`src/sv/pinned_lru_cache_byte_budget_macros.svh`:
```
// Assertion macros for the pinned LRU cache directory.
`ifndef PINNED_LRU_CACHE_BYTE_BUDGET_MACROS_SVH
`define PINNED_LRU_CACHE_BYTE_BUDGET_MACROS_SVH

// Consequent must hold in the same cycle as the antecedent.
`define PLCB_ASSERT_NOW(lbl, ante, cons, msg) \
    lbl: assert property (@(posedge i_clk) disable iff (!i_rst_n) (ante) |-> (cons)) \
        else $error(msg);

// Consequent must hold in the cycle after the antecedent.
`define PLCB_ASSERT_NEXT(lbl, ante, cons, msg) \
    lbl: assert property (@(posedge i_clk) disable iff (!i_rst_n) (ante) |=> (cons)) \
        else $error(msg);

`endif

```
`src/sv/plcb_pkg.sv`:
```
// Shared types, codes and helper functions of the cache directory.
`default_nettype none
package plcb_pkg;

    localparam int PLCB_SLOTS = 64;
    localparam logic [15:0] PLCB_BUDGET_RST = 16'd256;
    localparam int PLCB_MIB_SHIFT = 20;

    localparam int F_USED  = 0;
    localparam int F_READY = 1;
    localparam int F_READ  = 2;
    localparam int F_VALID = 3;

    typedef enum logic [2:0] {
        M_RETAIN, M_RELEASE, M_LOOKUP, M_STORE, M_ACQUIRE, M_FINISH, M_CLEAR, M_NONE
    } t_mode;

    typedef enum logic [2:0] {
        ST_DONE, ST_HIT, ST_MISS, ST_BUSY, ST_NOTFOUND, ST_FULL
    } t_status;

    typedef enum logic [2:0] {
        S_IDLE, S_FIND, S_DEC, S_APPLY, S_PRUNE, S_PCHK, S_OUT
    } t_state;

    typedef struct packed {
        logic [63:0] key;
        logic [3:0]  flags;
        logic [15:0] pins;
        logic [31:0] size;
        logic [47:0] stamp;
    } t_entry;

    typedef struct packed {
        logic   shift;
        t_entry wb;
    } t_ring_ctl;

    function automatic logic counted(input t_entry e);
        return e.flags[F_USED] && e.flags[F_READY] && e.flags[F_VALID];
    endfunction

    function automatic logic evictable(input t_entry e);
        return counted(e) && !e.flags[F_READ] && (e.pins == 16'd0);
    endfunction

endpackage
`default_nettype wire

```
`src/sv/plcb_cell.sv`:
```
// One directory entry of the rotating ring of cells.
`default_nettype none
module plcb_cell import plcb_pkg::*; (
    input  logic   i_clk,
    input  logic   i_rst_n,
    input  logic   i_shift,
    input  t_entry i_ent,
    output t_entry o_ent
);

    logic [63:0] r_key;
    logic [3:0]  r_flags;
    logic [15:0] r_pins;
    logic [31:0] r_size;
    logic [47:0] r_stamp;

    always_ff @(posedge i_clk) begin
        if (!i_rst_n) begin
            r_flags <= '0;
            r_pins  <= '0;
        end else if (i_shift) begin
            r_flags <= i_ent.flags;
            r_pins  <= i_ent.pins;
        end
    end

    always_ff @(posedge i_clk) begin
        if (i_shift) begin
            r_key   <= i_ent.key;
            r_size  <= i_ent.size;
            r_stamp <= i_ent.stamp;
        end
    end

    assign o_ent = '{key: r_key, flags: r_flags, pins: r_pins, size: r_size, stamp: r_stamp};

endmodule
`default_nettype wire

```
`config.mk`:
```
export PLATFORM = sky130hd
export DESIGN_NAME = plcb_cell
export DESIGN_NICKNAME = d
export VERILOG_FILES = /design/src/sv/pinned_lru_cache_byte_budget_macros.svh /design/src/sv/plcb_pkg.sv /design/src/sv/plcb_cell.sv
export SDC_FILE = /design/constraint.sdc
export NUM_CORES = 1
export LEC_CHECK = 0
export BUFFER_PORTS_ARGS = -buffer_cell sky130_fd_sc_hd__buf_2
export CAP_MARGIN = 0
export CORE_AREA = 2 2 127 129
export CTS_BUF_LIST = sky130_fd_sc_hd__clkbuf_16
export DETAILED_ROUTE_END_ITERATION = 7
export DIE_AREA = 0 0 129 131
export PLACE_DENSITY = 0.64
export SETUP_SLACK_MARGIN = 0.1
export SLEW_MARGIN = 0
export SYNTH_ARGS = -nofsm -noshare
export SYNTH_HDL_FRONTEND = slang
export SYNTH_SLANG_ARGS = --single-unit
```
`constraint.sdc`:
```
create_clock -name i_clk -period 1.21 [get_ports i_clk]
set_input_delay 0.1815 -clock i_clk [delete_from_list [all_inputs] [get_ports i_clk]]
set_output_delay 0.1815 -clock i_clk [all_outputs]
set_load 0.03 [all_outputs]
```
==> out/results.ini <==
[clocking]
worst_skew_pair.late_latency_ns = 0.41
clockBufferDepth = 2
cts.clk_slew.worst_paths_ns = 0.06
cts_buffers = 17
root_buffer = clkbuf_16
cts_max_level = 4
cts_sinks = 164
cts_tree = built

[global_route]
antenna_found_initial = 0
gr-total-overflow = 0
gr-usage-all-layers = 0.189
grt_pass1_wl_um = 23200
grt_max_degree = 35
grt_pass1_vias = 4343

[sta]
finalSetupViolCount = 0
slew_viol_final = 0
hold_viol = 0
finalCritPeriodShare = 0.995
tightest_slew_ns = 0.295
min_period_ns = 1.20
fin_worst_skew_ns = 0
timing.fmax_mhz = 831
rsz0062_at_grt = yes
slew-limit-headroom = 0.803
setup_ws_ns = 0.00612

[yosys]
yosysUniqueCellTypes = 6
synthCells = 208
synth.most_common_cell = edfxtp_1
yosysSeqAreaShare = 0.930
yosysTopAreaCellShare = 0.851
avgSynthCellArea_um2 = 24.4
syn_nets = 375
synth_area_mm2 = 0.00508
synth-edff-count = 144
synth_commonest_cells = edfxtp_1 (144), dfxtp_1 (20), mux2i_1 (20), nor2b_1 (20)
yosys_warnings = 0
synthArstFlopShare = 0
synthTopCellsByArea = edfxtp_1 (85%), dfxtp_1 (7.9%), mux2i_1 (3.9%), nor2b_1 (2.5%), buf_6 (0.44%)
yosysTopAreaCell = edfxtp_1
synth_seq_cells = 164
synthFlopType = edfxtp_1

[floorplanning]
ios = 331
fp-row-count = 46
die_y_um = 131
die_area_mm2 = 0.0169
core_area_mm2 = 0.0156
initial_core_util = 0.326
die_x_um = 129

[worst_setup_path]
path_cells = buf_6
cp-end-kind = output pin
critical_path.startpoint_type = flop
cpMaxStageDelayCell = edfxtp_1
worstSetupPathType = flop to output pin
crit_path_max_fanout = 1
path_buf_inv = 1
arrival_ns = 1.02
crit_path_start = r_key[33]
max_stage_delay_ns = 0.44
timing.rr.start = r_pins[11]
cp.required_ns = 1.03
crit_family = flip-flops

[final_layout]
final_layout_size_suffix_gt1_frac = 0.540
syn_to_final_growth_pct = 99.2
fin_nets = 873
final_cells = 935
antenna_cells = 0

[placed_design]
place_inst = 759
port_buffers = 330
dp_hpwl_um = 9720
dpl_worst_slack_ns = 0.155
globalplace.congestion = 0.776

[hold_path]
min_path_type = primary input to flop
min_from = i_ent[85]

[power_and_ir_drop]
power_leakage_nw = 4.31
vdd_drop_max_v = 0.000812
cellPowerDensity_mw_per_mm2 = 1450

[route]
avgViaCountPerCell = 4.20
dr_total_vias = 3929
drt_pre_antenna_iters = 4
ant_nets = 0
first_iter_violations = 200
wl_per_cell_um = 17.8
wl_um = 16700
drc = 0

[run_status]
status = complete, no violations

[run]
maxCapViolCount = 0

[sequential cells by signal (all words and copies together), names as in the netlist]
| signal | cells |
|---|---|
| r_flags | 4 |
| r_size | 32 |
| r_pins | 16 |
| r_stamp | 48 |
| r_key | 64 |
[metrics by stage]
stage | utilization | hold slack (ns) | setup TNS (ns) | cell area, um2 | total power, mW
6_report | 0.649 | 0.0295 | 0 | 10100 | 14.7
5_1_grt | 0.649 | 0.0215 | -0.0693 | 10100 | 15.1
4_1_cts | 0.648 | 0.00269 | 0 | 10100 | 14.7
3_5_place_dp | 0.453 | 0.360 | 0 | 7070 | 8.67
3_3_place_gp | 0.453 | 0.358 | 0 | 7070 | 8.65
2_1_floorplan | - | 0.280 | 0 | 5080 | 7.85
[cells by family after synthesis]
group	count (synthesis)	synth area share
buffers and inverters	4	0.00591
flip-flops	164	0.930
multiplexers	20	0.0394
AND/OR/NAND/NOR	20	0.0246
[layout make-up]
class / count / area (um2)
multi-input combinational: 40 / 325
clock buffer: 17 / 425
sequential: 164 / 4750
fill: 1025 / 5480
clock inverter: 15 / 133
tap: 216 / 270
timing repair buffer: 483 / 4220
[final timing paths]
check                     to  slack, ns  cells past startpoint
setup / recovery  o_ent[133]      0.006                      1
setup reg to reg  r_pins[11]       0.57                      2
hold reg to reg   r_pins[13]       0.53                      2
hold / removal     r_pins[5]       0.03                      3
[per-layer routing]
metal	global-route usage	up-vias	wire, um
li1	-	1802	-
met1	0.189	1876	5920
met2	0.354	222	9060
met3	0.0713	29	1300
met4	0.0723	0	401
met5	0	-	0
[tightest hold or removal path, cell delays in order]
cell,delay [ns]
buf_2,0.07
mux2i_1,0.06
nor2b_1,0.09
[cell usage in the layout (no fill, tap or decap)]
| cell | instances |
|---|---|
| buf_12 | 2 |
| buf_2 | 165 |
| buf_4 | 7 |
| buf_6 | 165 |
| bufinv_16 | 1 |
| clkbuf_16 | 17 |
| clkinv_1 | 2 |
| clkinv_2 | 1 |
| clkinv_4 | 3 |
| clkinvlp_4 | 3 |
| dfxtp_2 | 20 |
| dlygate4sd3_1 | 144 |
| edfxtp_1 | 144 |
| inv_1 | 1 |
| inv_6 | 3 |
| inv_8 | 1 |
| mux2i_1 | 20 |
| nor2b_1 | 20 |
[power breakdown]
part	total [mW]	internal [mW]	switching (mW)
logic	2.70	1.33	1.37
registers	6.88	6.65	0.233
clock network	5.09	2.85	2.24
total	14.7	10.8	3.84
[timing repair]
| action | CTS | global route |
|---|---|---|
| gates cloned | 0 | 0 |
| gates resized for setup | 339 | 9 |
| setup endpoints to repair | 164 | 153 |
| buffers inserted | 0 | 0 |
| endpoints found under the hold margin | 144 | 0 |
| hold buffers | 144 | 0 |
Power figures use the tool's default switching activity.
