## config.mk

```make
export PLATFORM = sky130hd
export DESIGN_NAME = plcb_ctrl_flat
export DESIGN_NICKNAME = d
export VERILOG_FILES = /design/src/sv/pinned_lru_cache_byte_budget_macros.svh /design/src/sv/plcb_pkg.sv /design/src/sv/plcb_if.sv /design/src/sv/plcb_ctrl.sv /design/src/flat_wrapper.sv
export SDC_FILE = /design/constraint.sdc
export NUM_CORES = 2
export LEC_CHECK = 0
export BUFFER_PORTS_ARGS = -buffer_cell sky130_fd_sc_hd__buf_4
export CORE_ASPECT_RATIO = 0.75
export CORE_MARGIN = 5
export CORE_UTILIZATION = 59
export CTS_CLUSTER_DIAMETER = 150
export DETAILED_ROUTE_END_ITERATION = 12
export PLACE_DENSITY = 0.87
export SKIP_LAST_GASP = 1
export SLEW_MARGIN = 30
export SYNTH_ARGS = -nofsm -noshare
export SYNTH_HDL_FRONTEND = slang
export SYNTH_SLANG_ARGS = --single-unit
export TNS_END_PERCENT = 5
```

## constraint.sdc

```tcl
create_clock -name i_clk -period 25.8 [get_ports i_clk]
set_clock_uncertainty 0.15 [all_clocks]
set_input_delay 5.16 -clock i_clk [delete_from_list [all_inputs] [get_ports i_clk]]
set_output_delay 5.16 -clock i_clk [all_outputs]
set_load 0.02 [all_outputs]
```

## src/sv/pinned_lru_cache_byte_budget_macros.svh

```systemverilog
// Assertion macros for the pinned LRU cache directory.
`ifndef PINNED_LRU_CACHE_BYTE_BUDGET_MACROS_SVH
`define PINNED_LRU_CACHE_BYTE_BUDGET_MACROS_SVH

// Consequent must hold in the same cycle as the antecedent.
`define PLCB_ASSERT_NOW(lbl, ante, cons, msg) \
    lbl: assert property (@(posedge i_clk) disable iff (!i_rst_n) (ante) |-> (cons)) \
        else $error(msg);

// Consequent must hold in the cycle after the antecedent.
`define PLCB_ASSERT_NEXT(lbl, ante, cons, msg) \
    lbl: assert property (@(posedge i_clk) disable iff (!i_rst_n) (ante) |=> (cons)) \
        else $error(msg);

`endif

```

## src/sv/plcb_pkg.sv

```systemverilog
// Shared types, codes and helper functions of the cache directory.
`default_nettype none
package plcb_pkg;

    localparam int PLCB_SLOTS = 64;
    localparam logic [15:0] PLCB_BUDGET_RST = 16'd256;
    localparam int PLCB_MIB_SHIFT = 20;

    localparam int F_USED  = 0;
    localparam int F_READY = 1;
    localparam int F_READ  = 2;
    localparam int F_VALID = 3;

    typedef enum logic [2:0] {
        M_RETAIN, M_RELEASE, M_LOOKUP, M_STORE, M_ACQUIRE, M_FINISH, M_CLEAR, M_NONE
    } t_mode;

    typedef enum logic [2:0] {
        ST_DONE, ST_HIT, ST_MISS, ST_BUSY, ST_NOTFOUND, ST_FULL
    } t_status;

    typedef enum logic [2:0] {
        S_IDLE, S_FIND, S_DEC, S_APPLY, S_PRUNE, S_PCHK, S_OUT
    } t_state;

    typedef struct packed {
        logic [63:0] key;
        logic [3:0]  flags;
        logic [15:0] pins;
        logic [31:0] size;
        logic [47:0] stamp;
    } t_entry;

    typedef struct packed {
        logic   shift;
        t_entry wb;
    } t_ring_ctl;

    function automatic logic counted(input t_entry e);
        return e.flags[F_USED] && e.flags[F_READY] && e.flags[F_VALID];
    endfunction

    function automatic logic evictable(input t_entry e);
        return counted(e) && !e.flags[F_READ] && (e.pins == 16'd0);
    endfunction

endpackage
`default_nettype wire

```

## src/sv/plcb_if.sv

```systemverilog
// Request and response channel interfaces of the cache directory.
`default_nettype none
interface plcb_in_if;
    logic        valid;
    logic        ready;
    logic [2:0]  mode;
    logic [63:0] entry_key;
    logic [31:0] data_bytes;
    logic        data_ok;

    modport source (output valid, mode, entry_key, data_bytes, data_ok, input ready);
    modport sink (input valid, mode, entry_key, data_bytes, data_ok, output ready);
endinterface

interface plcb_out_if;
    logic        valid;
    logic        ready;
    logic [2:0]  status;
    logic        hit_data_valid;
    logic [6:0]  evicted_count;
    logic [37:0] ready_total;

    modport source (output valid, status, hit_data_valid, evicted_count, ready_total,
                    input ready);
    modport sink (input valid, status, hit_data_valid, evicted_count, ready_total,
                  output ready);
endinterface
`default_nettype wire

```

## src/sv/plcb_ctrl.sv

```systemverilog
// Sequencer at the head of the ring: search, update and pruning passes.
`default_nettype none
module plcb_ctrl import plcb_pkg::*; #(
    parameter int SLOTS = PLCB_SLOTS
) (
    input  logic        i_clk,
    input  logic        i_rst_n,
    input  logic        i_cfg_we,
    input  logic [15:0] i_cfg_data,
    plcb_in_if.sink     i_req,
    plcb_out_if.source  o_rsp,
    input  t_entry      i_head,
    output t_ring_ctl   o_ctl
);

    localparam int IW = $clog2(SLOTS);
    localparam logic [IW-1:0] LAST = IW'(SLOTS - 1);

    t_state        r_state, n_state;
    logic [IW-1:0] r_idx;
    logic [15:0]   r_budget;
    t_mode         r_mode;
    logic [63:0]   r_key;
    logic [31:0]   r_bytes;
    logic          r_ok;
    logic          r_hit, r_free_vld, r_tgt_vld, r_prune, r_zero, r_hitv;
    logic [IW-1:0] r_hidx, r_fidx, r_tgt_idx;
    t_entry        r_hent, r_new;
    logic [38:0]   r_sum;
    logic [47:0]   r_clock;
    t_status       r_status;
    logic [6:0]    r_n;
    logic          r_vic_vld, r_best_vld;
    logic [IW-1:0] r_vic_idx, r_best_idx;
    logic [47:0]   r_best_stamp;
    logic [31:0]   r_best_size;
    logic          r_o_vld, r_o_hitv;
    t_status       r_o_status;
    logic [6:0]    r_o_n;
    logic [37:0]   r_o_total;

    t_entry        d_base, d_fill, d_new;
    logic          d_exists, d_tgt, d_tick, d_prune, d_hitv;
    logic [IW-1:0] d_idx;
    logic [47:0]   d_clk1;
    logic [31:0]   d_sub;
    logic [38:0]   d_sum, w_budget;
    t_status       d_status;
    logic          w_last, w_is_vic, w_over;

    assign w_budget = 39'({r_budget, {PLCB_MIB_SHIFT{1'b0}}});
    assign w_over   = r_sum > w_budget;
    assign w_last   = r_idx == LAST;
    assign w_is_vic = r_vic_vld && (r_idx == r_vic_idx);

    // Decision for the addressed entry, from what the search pass found.
    always_comb begin
        d_base           = r_hent;
        if (!r_hit) begin
            d_base       = '0;
            d_base.key   = r_key;
            d_base.flags[F_USED] = 1'b1;
        end
        d_exists = r_hit || r_free_vld;
        d_idx    = r_hit ? r_hidx : r_fidx;
        d_clk1   = r_clock + 48'd1;
        d_sub    = (r_hit && counted(r_hent)) ? r_hent.size : 32'd0;
        d_fill               = d_base;
        d_fill.flags[F_READY] = 1'b1;
        d_fill.flags[F_VALID] = 1'b1;
        d_fill.flags[F_READ]  = 1'b0;
        d_fill.size          = r_bytes;
        d_fill.stamp         = d_clk1;
        d_new    = d_base;
        d_tgt    = 1'b0;
        d_tick   = 1'b0;
        d_prune  = 1'b0;
        d_hitv   = 1'b0;
        d_status = ST_DONE;
        d_sum    = r_sum;
        case (r_mode)
            M_RETAIN: begin
                if (!d_exists) begin
                    d_status = ST_FULL;
                end else begin
                    d_tgt = 1'b1;
                    if (d_base.pins != 16'hFFFF) d_new.pins = d_base.pins + 16'd1;
                end
            end
            M_RELEASE: begin
                if (!r_hit) begin
                    d_status = ST_NOTFOUND;
                end else begin
                    d_tgt = 1'b1;
                    if (r_hent.pins != 16'd0) d_new.pins = r_hent.pins - 16'd1;
                end
            end
            M_LOOKUP: begin
                if (r_hit && r_hent.flags[F_READY]) begin
                    d_status = ST_HIT;
                    d_hitv   = r_hent.flags[F_VALID];
                end else begin
                    d_status = ST_NOTFOUND;
                end
            end
            M_STORE: begin
                if (r_ok) begin
                    if (!d_exists) begin
                        d_status = ST_FULL;
                    end else begin
                        d_tgt   = 1'b1;
                        d_tick  = 1'b1;
                        d_prune = 1'b1;
                        d_new   = d_fill;
                        d_sum   = r_sum - 39'(d_sub) + 39'(r_bytes);
                    end
                end
            end
            M_ACQUIRE: begin
                if (!r_hit) begin
                    if (!r_free_vld) begin
                        d_status = ST_FULL;
                    end else begin
                        d_tgt  = 1'b1;
                        d_tick = 1'b1;
                        d_new.flags[F_READ] = 1'b1;
                        d_new.stamp = d_clk1;
                        d_status = ST_MISS;
                    end
                end else if (r_hent.flags[F_READY]) begin
                    d_tgt  = 1'b1;
                    d_tick = 1'b1;
                    d_new.stamp = d_clk1;
                    d_status = ST_HIT;
                    d_hitv   = r_hent.flags[F_VALID];
                end else if (!r_hent.flags[F_READ]) begin
                    d_tgt  = 1'b1;
                    d_tick = 1'b1;
                    d_new.flags[F_READ] = 1'b1;
                    d_new.stamp = d_clk1;
                    d_status = ST_MISS;
                end else begin
                    d_status = ST_BUSY;
                end
            end
            M_FINISH: begin
                d_prune = 1'b1;
                if (!r_hit) begin
                    d_status = ST_NOTFOUND;
                end else begin
                    d_tgt = 1'b1;
                    if (r_ok) begin
                        d_tick = 1'b1;
                        d_new  = d_fill;
                        d_sum  = r_sum - 39'(d_sub) + 39'(r_bytes);
                    end else if (r_hent.pins != 16'd0) begin
                        // A failed read on a pinned entry leaves it ready without data.
                        d_tick = 1'b1;
                        d_new.flags[F_READY] = 1'b1;
                        d_new.flags[F_READ]  = 1'b0;
                        d_new.flags[F_VALID] = 1'b0;
                        d_new.size  = 32'd0;
                        d_new.stamp = d_clk1;
                        d_sum = r_sum - 39'(d_sub);
                    end else begin
                        d_new.flags = 4'd0;
                        d_new.pins  = 16'd0;
                        d_sum = r_sum - 39'(d_sub);
                    end
                end
            end
            M_CLEAR: d_prune = 1'b1;
            default: d_status = ST_DONE;
        endcase
    end

    always_ff @(posedge i_clk) begin
        if (!i_rst_n) r_state <= S_IDLE;
        else          r_state <= n_state;
    end

    always_comb begin
        n_state     = r_state;
        o_ctl.shift = 1'b0;
        o_ctl.wb    = i_head;
        unique case (r_state)
            S_IDLE: if (i_req.valid) n_state = S_FIND;
            S_FIND: begin
                o_ctl.shift = 1'b1;
                if (w_last) n_state = S_DEC;
            end
            S_DEC: begin
                if (d_tgt || r_mode == M_CLEAR) n_state = S_APPLY;
                else if (d_prune)               n_state = S_PRUNE;
                else                            n_state = S_OUT;
            end
            S_APPLY: begin
                o_ctl.shift = 1'b1;
                if (r_tgt_vld && r_idx == r_tgt_idx) o_ctl.wb = r_new;
                if (r_mode == M_CLEAR && i_head.flags[F_USED] && !i_head.flags[F_READ]
                    && i_head.pins == 16'd0 && !counted(i_head)) begin
                    o_ctl.wb.flags = 4'd0;
                end
                if (w_last) n_state = r_prune ? S_PRUNE : S_OUT;
            end
            S_PRUNE: begin
                o_ctl.shift = 1'b1;
                if ((r_zero && evictable(i_head)) || (!r_zero && w_is_vic)) begin
                    o_ctl.wb.flags = 4'd0;
                    o_ctl.wb.pins  = 16'd0;
                end
                if (w_last) n_state = S_PCHK;
            end
            S_PCHK: begin
                if (!r_zero && w_over && r_best_vld) n_state = S_PRUNE;
                else                                 n_state = S_OUT;
            end
            S_OUT: if (!r_o_vld || o_rsp.ready) n_state = S_IDLE;
            default: n_state = S_IDLE;
        endcase
    end

    always_ff @(posedge i_clk) begin
        if (!i_rst_n) begin
            r_idx    <= '0;
            r_budget <= PLCB_BUDGET_RST;
            r_sum    <= '0;
            r_clock  <= '0;
            r_o_vld  <= 1'b0;
        end else begin
            if (i_cfg_we) r_budget <= i_cfg_data;
            if (o_ctl.shift) r_idx <= w_last ? '0 : r_idx + 1'b1;
            if (o_rsp.ready && r_state != S_OUT) r_o_vld <= 1'b0;
            unique case (r_state)
                S_IDLE: begin
                    if (i_req.valid) begin
                        r_mode     <= t_mode'(i_req.mode);
                        r_key      <= i_req.entry_key;
                        r_bytes    <= i_req.data_bytes;
                        r_ok       <= i_req.data_ok;
                        r_hit      <= 1'b0;
                        r_free_vld <= 1'b0;
                        r_n        <= '0;
                        r_vic_vld  <= 1'b0;
                        r_best_vld <= 1'b0;
                        r_zero     <= r_budget == 16'd0;
                    end
                end
                S_FIND: begin
                    if (i_head.flags[F_USED] && i_head.key == r_key) begin
                        r_hit  <= 1'b1;
                        r_hidx <= r_idx;
                        r_hent <= i_head;
                    end
                    if (!i_head.flags[F_USED] && !r_free_vld) begin
                        r_free_vld <= 1'b1;
                        r_fidx     <= r_idx;
                    end
                end
                S_DEC: begin
                    r_tgt_vld <= d_tgt;
                    r_tgt_idx <= d_idx;
                    r_new     <= d_new;
                    r_status  <= d_status;
                    r_hitv    <= d_hitv;
                    r_prune   <= d_prune;
                    r_sum     <= d_sum;
                    if (d_tick) r_clock <= d_clk1;
                end
                S_APPLY: ;
                S_PRUNE: begin
                    if (r_zero) begin
                        if (evictable(i_head)) begin
                            r_sum <= r_sum - 39'(i_head.size);
                            if (r_n != 7'd127) r_n <= r_n + 7'd1;
                        end
                    end else if (!w_is_vic && evictable(i_head)
                                 && (!r_best_vld || i_head.stamp < r_best_stamp)) begin
                        // Strict compare keeps the lowest slot on equal stamps.
                        r_best_vld   <= 1'b1;
                        r_best_idx   <= r_idx;
                        r_best_stamp <= i_head.stamp;
                        r_best_size  <= i_head.size;
                    end
                end
                S_PCHK: begin
                    // The chosen victim is erased during the next pass.
                    if (!r_zero && w_over && r_best_vld) begin
                        r_vic_vld  <= 1'b1;
                        r_vic_idx  <= r_best_idx;
                        r_sum      <= r_sum - 39'(r_best_size);
                        r_best_vld <= 1'b0;
                        if (r_n != 7'd127) r_n <= r_n + 7'd1;
                    end else begin
                        r_vic_vld <= 1'b0;
                    end
                end
                S_OUT: begin
                    if (!r_o_vld || o_rsp.ready) begin
                        r_o_vld    <= 1'b1;
                        r_o_status <= r_status;
                        r_o_hitv   <= r_hitv;
                        r_o_n      <= r_n;
                        r_o_total  <= r_sum[37:0];
                    end
                end
                default: ;
            endcase
        end
    end

    assign i_req.ready          = r_state == S_IDLE;
    assign o_rsp.valid          = r_o_vld;
    assign o_rsp.status         = r_o_status;
    assign o_rsp.hit_data_valid = r_o_hitv;
    assign o_rsp.evicted_count  = r_o_n;
    assign o_rsp.ready_total    = r_o_total;

endmodule
`default_nettype wire
```

## src/flat_wrapper.sv

```systemverilog
// flat-port wrapper written by rule: the top's interface ports become plain ports
module plcb_ctrl_flat import plcb_pkg::*;
#(
    parameter int SLOTS = PLCB_SLOTS
)
  (i_clk, i_rst_n, i_cfg_we, i_cfg_data, i_head, o_ctl, i_req_valid, i_req_mode, i_req_entry_key, i_req_data_bytes, i_req_data_ok, i_req_ready, o_rsp_valid, o_rsp_status, o_rsp_hit_data_valid, o_rsp_evicted_count, o_rsp_ready_total, o_rsp_ready);
  plcb_in_if i_req_i ();
  plcb_out_if o_rsp_i ();
  input  logic i_clk;
  input  logic i_rst_n;
  input  logic i_cfg_we;
  input  logic [15:0] i_cfg_data;
  input  t_entry i_head;
  output t_ring_ctl o_ctl;
  input wire logic [$bits(i_req_i.valid)-1:0] i_req_valid;
  input wire logic [$bits(i_req_i.mode)-1:0] i_req_mode;
  input wire logic [$bits(i_req_i.entry_key)-1:0] i_req_entry_key;
  input wire logic [$bits(i_req_i.data_bytes)-1:0] i_req_data_bytes;
  input wire logic [$bits(i_req_i.data_ok)-1:0] i_req_data_ok;
  output wire logic [$bits(i_req_i.ready)-1:0] i_req_ready;
  output wire logic [$bits(o_rsp_i.valid)-1:0] o_rsp_valid;
  output wire logic [$bits(o_rsp_i.status)-1:0] o_rsp_status;
  output wire logic [$bits(o_rsp_i.hit_data_valid)-1:0] o_rsp_hit_data_valid;
  output wire logic [$bits(o_rsp_i.evicted_count)-1:0] o_rsp_evicted_count;
  output wire logic [$bits(o_rsp_i.ready_total)-1:0] o_rsp_ready_total;
  input wire logic [$bits(o_rsp_i.ready)-1:0] o_rsp_ready;
  assign i_req_i.valid = i_req_valid;
  assign i_req_i.mode = i_req_mode;
  assign i_req_i.entry_key = i_req_entry_key;
  assign i_req_i.data_bytes = i_req_data_bytes;
  assign i_req_i.data_ok = i_req_data_ok;
  assign i_req_ready = i_req_i.ready;
  assign o_rsp_valid = o_rsp_i.valid;
  assign o_rsp_status = o_rsp_i.status;
  assign o_rsp_hit_data_valid = o_rsp_i.hit_data_valid;
  assign o_rsp_evicted_count = o_rsp_i.evicted_count;
  assign o_rsp_ready_total = o_rsp_i.ready_total;
  assign o_rsp_i.ready = o_rsp_ready;
  plcb_ctrl #(.SLOTS(SLOTS)) u_core (.i_clk(i_clk), .i_rst_n(i_rst_n), .i_cfg_we(i_cfg_we), .i_cfg_data(i_cfg_data), .i_req(i_req_i), .o_rsp(o_rsp_i), .i_head(i_head), .o_ctl(o_ctl));
endmodule
```

==> flow_summary.yaml <==
finish:
  nFillCells: 4551
  post-route-util: 0.699
  stdcell_count: 4881
  layout_commonest_cell: "edfxtp_1"
  num-nets-final: 4405
  final_cell_area_mm2: 0.0455
  drive_gt1_frac: 0.218
  areaGrowthSynthToFinish_pct: 17.8
  final_cell_mix: "605 x edfxtp_1, 524 x buf_4, 380 x nand2_1"
floorplan:
  dieArea_mm2: 0.0707
  initial_core_util: 0.594
  fp.dieH_um: 232
  core_mm2: 0.0651
  io_pins: 501
  die_w_um: 305
  rows: 81
min_path:
  worst_hold_path_type: "reg -> reg"
timing:
  drv_slew: 0
  tns_ns: 0
  setup_violations: 0
  period_share: 0.500
  worst_pin_slew_ns: 1.01
  rsz0062_at_grt: "false"
  final_hold_viol_count: 0
  max_freq_mhz: 77.5
  maxSlewHeadroom: 0.307
  finalCriticalPeriod_ns: 12.90
setup_path:
  critPathMostFrequentCell: "buf_4"
  crit_path_start_kind: "input pin"
  crit_path_end_kind: "output port"
  critPathSlowestCell: "or4_1"
  slowest_delay_ns: 0.60
  rrSetupSlack_ns: 18.11
  path_cells: "buf_4 -> or4_1 -> nor2b_1 -> nand4bb_1 -> nor2_1 -> o21ai_1 -> buf_4 -> nand2_1 -> o21ai_0 -> a22o_1 -> buf_4"
  cp_data_arrival_time_ns: 7.59
  crit_required_ns: 20.49
  worst-setup-path-type: "in -> out"
  crit_path_max_fanout: 17
cts:
  cts.sinks: 718
  cts.repair.resized: 0
  cts_buffers: 70
  cts_root_buf: "clkbuf_16"
  clock_path_buffers: 3
  cts_max_level: 3
  cts_tree: "yes"
  insertion_delay_ns: 0.62
  cts_post_setup_buffers_inserted: 0
  postCtsHoldBufs: 0
  clk_transition_reported_paths_ns: 0.06
synthesis:
  synth-main-ff-cell: "edfxtp_1"
  synth-warning-count: 0
  ys_top_cells_by_area: "edfxtp_1 47%, dfxtp_1 5.9%, ha_1 5.4%"
  synthDistinctLibCells: 98
  synth_edf_count: 605
  synth_xor_area_frac: 0.0510
  synthMuxAreaShare: 0.0672
  synthSimpleGateAreaFrac: 0.127
  async_flop_share: 0
  synth.net_count: 3967
  synth_seq_area_share: 0.529
  synth_top_area_frac: 0.470
  synth_top_family_by_area: "compound AO/OA/AOI/OAI gates"
  netlist_area_mm2: 0.0386
  synth_compound_area_frac: 0.140
  syn_inst: 3512
  synth_area_per_cell_um2: 11.0
  synthAdderAreaFrac: 0.0557
  synth_largest_area_cell: "edfxtp_1"
  synth.ff_latch_count: 718
routing:
  vias: 30757
  first_iter_violations: 3370
  wl_per_cell_um: 24.0
  wirelength_um: 117000
  drc: 0
  first_pass_iters: 6
  vias_per_cell: 6.30
  ant_nets: 0
power:
  total_leakage_power_nw: 17.5
  power_mw: 3.34
  cellPowerDensity_mw_per_mm2: 73.4
  max-vdd-ir-drop_v: 0.0000559
global_routing:
  globalRouteTotalUtil: 0.317
  grt_overflow: 0
  grt_first_pass_wirelength_um: 175000
  antenna_found_initial: 6
  grt_max_degree: 91
  grt_pass1_vias: 29603
place:
  postPlaceCellArea_mm2: 0.0431
  dp_cells: 4747
  numPortBuffers: 500
  hpwl_um: 84300
  routabilityCongestion: 0.969
flow_run:
  cap_viol_max_count: 0
run_status:
  status: "finished clean"
-- cells in the mapped netlist, drive strengths merged (27+ instances only) --
cell type	number
nor4	42
xor2	117
mux2i	51
buf	48
and2	29
or3	28
o21ai	244
inv	132
dfxtp	113
nand2b	27
a21oi	228
nor3	59
clkbuf	116
edfxtp	605
nand3	74
nand4	49
mux2	185
a22o	41
and3	27
nor2	219
ha	167
nand2	382
xnor2	108
a21o	60
o211ai	42
-- path summary, 6_finish.rpt --
path,from,end,cells past startpoint
worst min register to register,u_core.r_best_idx[4],u_core.r_vic_idx[4],0
worst max register to register,u_core.r_hent[97],u_core.r_sum[33],24
worst min-delay path,u_core.r_best_idx[4],u_core.r_vic_idx[4],0
worst max-delay path,i_head[91],o_ctl[98],11
-- sequential cells by signal (all words and copies together), names as in the netlist, 3 cells and up --
name                        count
u_core.r_tgt_idx                6
u_core.r_best_size             32
u_core.r_idx                    6
u_core.r_bytes                 32
u_core.r_new                  164
u_core.r_budget                16
u_core.o_rsp.ready_total       38
u_core.r_best_stamp            48
u_core.r_clock                 48
u_core.r_hidx                   6
u_core.r_status                 3
u_core.r_hent                 164
u_core.r_vic_idx                6
u_core.r_best_idx               6
u_core.r_key                   64
u_core.r_fidx                   6
u_core.o_rsp.status             3
u_core.r_sum                   39
u_core.r_state                  3
u_core.o_rsp.evicted_count      7
u_core.r_n                      7
u_core.r_mode                   3
-- per-layer routing --
layer	vias up	wire length (µm)	global-route usage
met5	-	21	0
met4	4	4560	0.118
met3	295	11500	0.0642
met2	1793	53900	0.504
met1	14693	47200	0.438
li1	13972	-	-
-- stage by stage --
step                      hold slack, ns  setup WS, ns
after global placement             0.250         13.07
after floorplan                    0.250          9.85
after global routing               0.270         12.75
final                              0.256         12.90
after CTS                          0.257         12.96
after detailed placement           0.255         13.01
-- power breakdown --
group / internal (mW) / switching [mW]
Clock: 0.613 / 0.448
Combinational: 0.329 / 0.535
Sequential: 1.36 / 0.0538
Total: 2.30 / 1.04
-- critical path, delay by kind of cell --
| kind | cells | cell delay [ns] |
|---|---|---|
| simple gates | 5 | 1.35 |
| compound gates | 3 | 0.55 |
| buf+inv | 3 | 0.51 |
-- cell families (layout without fill, tap and decap cells) --
kind of cell               count (synthesis)  in the layout
AOI/OAI and AO/OA                        847            847
other                                      0              4
muxes                                    236            236
xor gates and xnor gates                 225            225
and+or+nand+nor                         1020           1020
buffers and inverters                    296            790
adders and majority gates                170            170
DFF                                      718            718
-- cell type report --
type,count,area (µm²),area share
Antenna cell,4,10.0,0.000220
Clock buffer,94,1940,0.0426
Clock inverter,34,410,0.00902
Inverter,132,495,0.0109
Multi-Input combinational cell,2498,17100,0.376
Sequential cell,718,20400,0.449
Tap cell,871,1090,0.0240
Timing Repair Buffer,530,4030,0.0885
No activity file was read; power rests on OpenSTA's default activity.
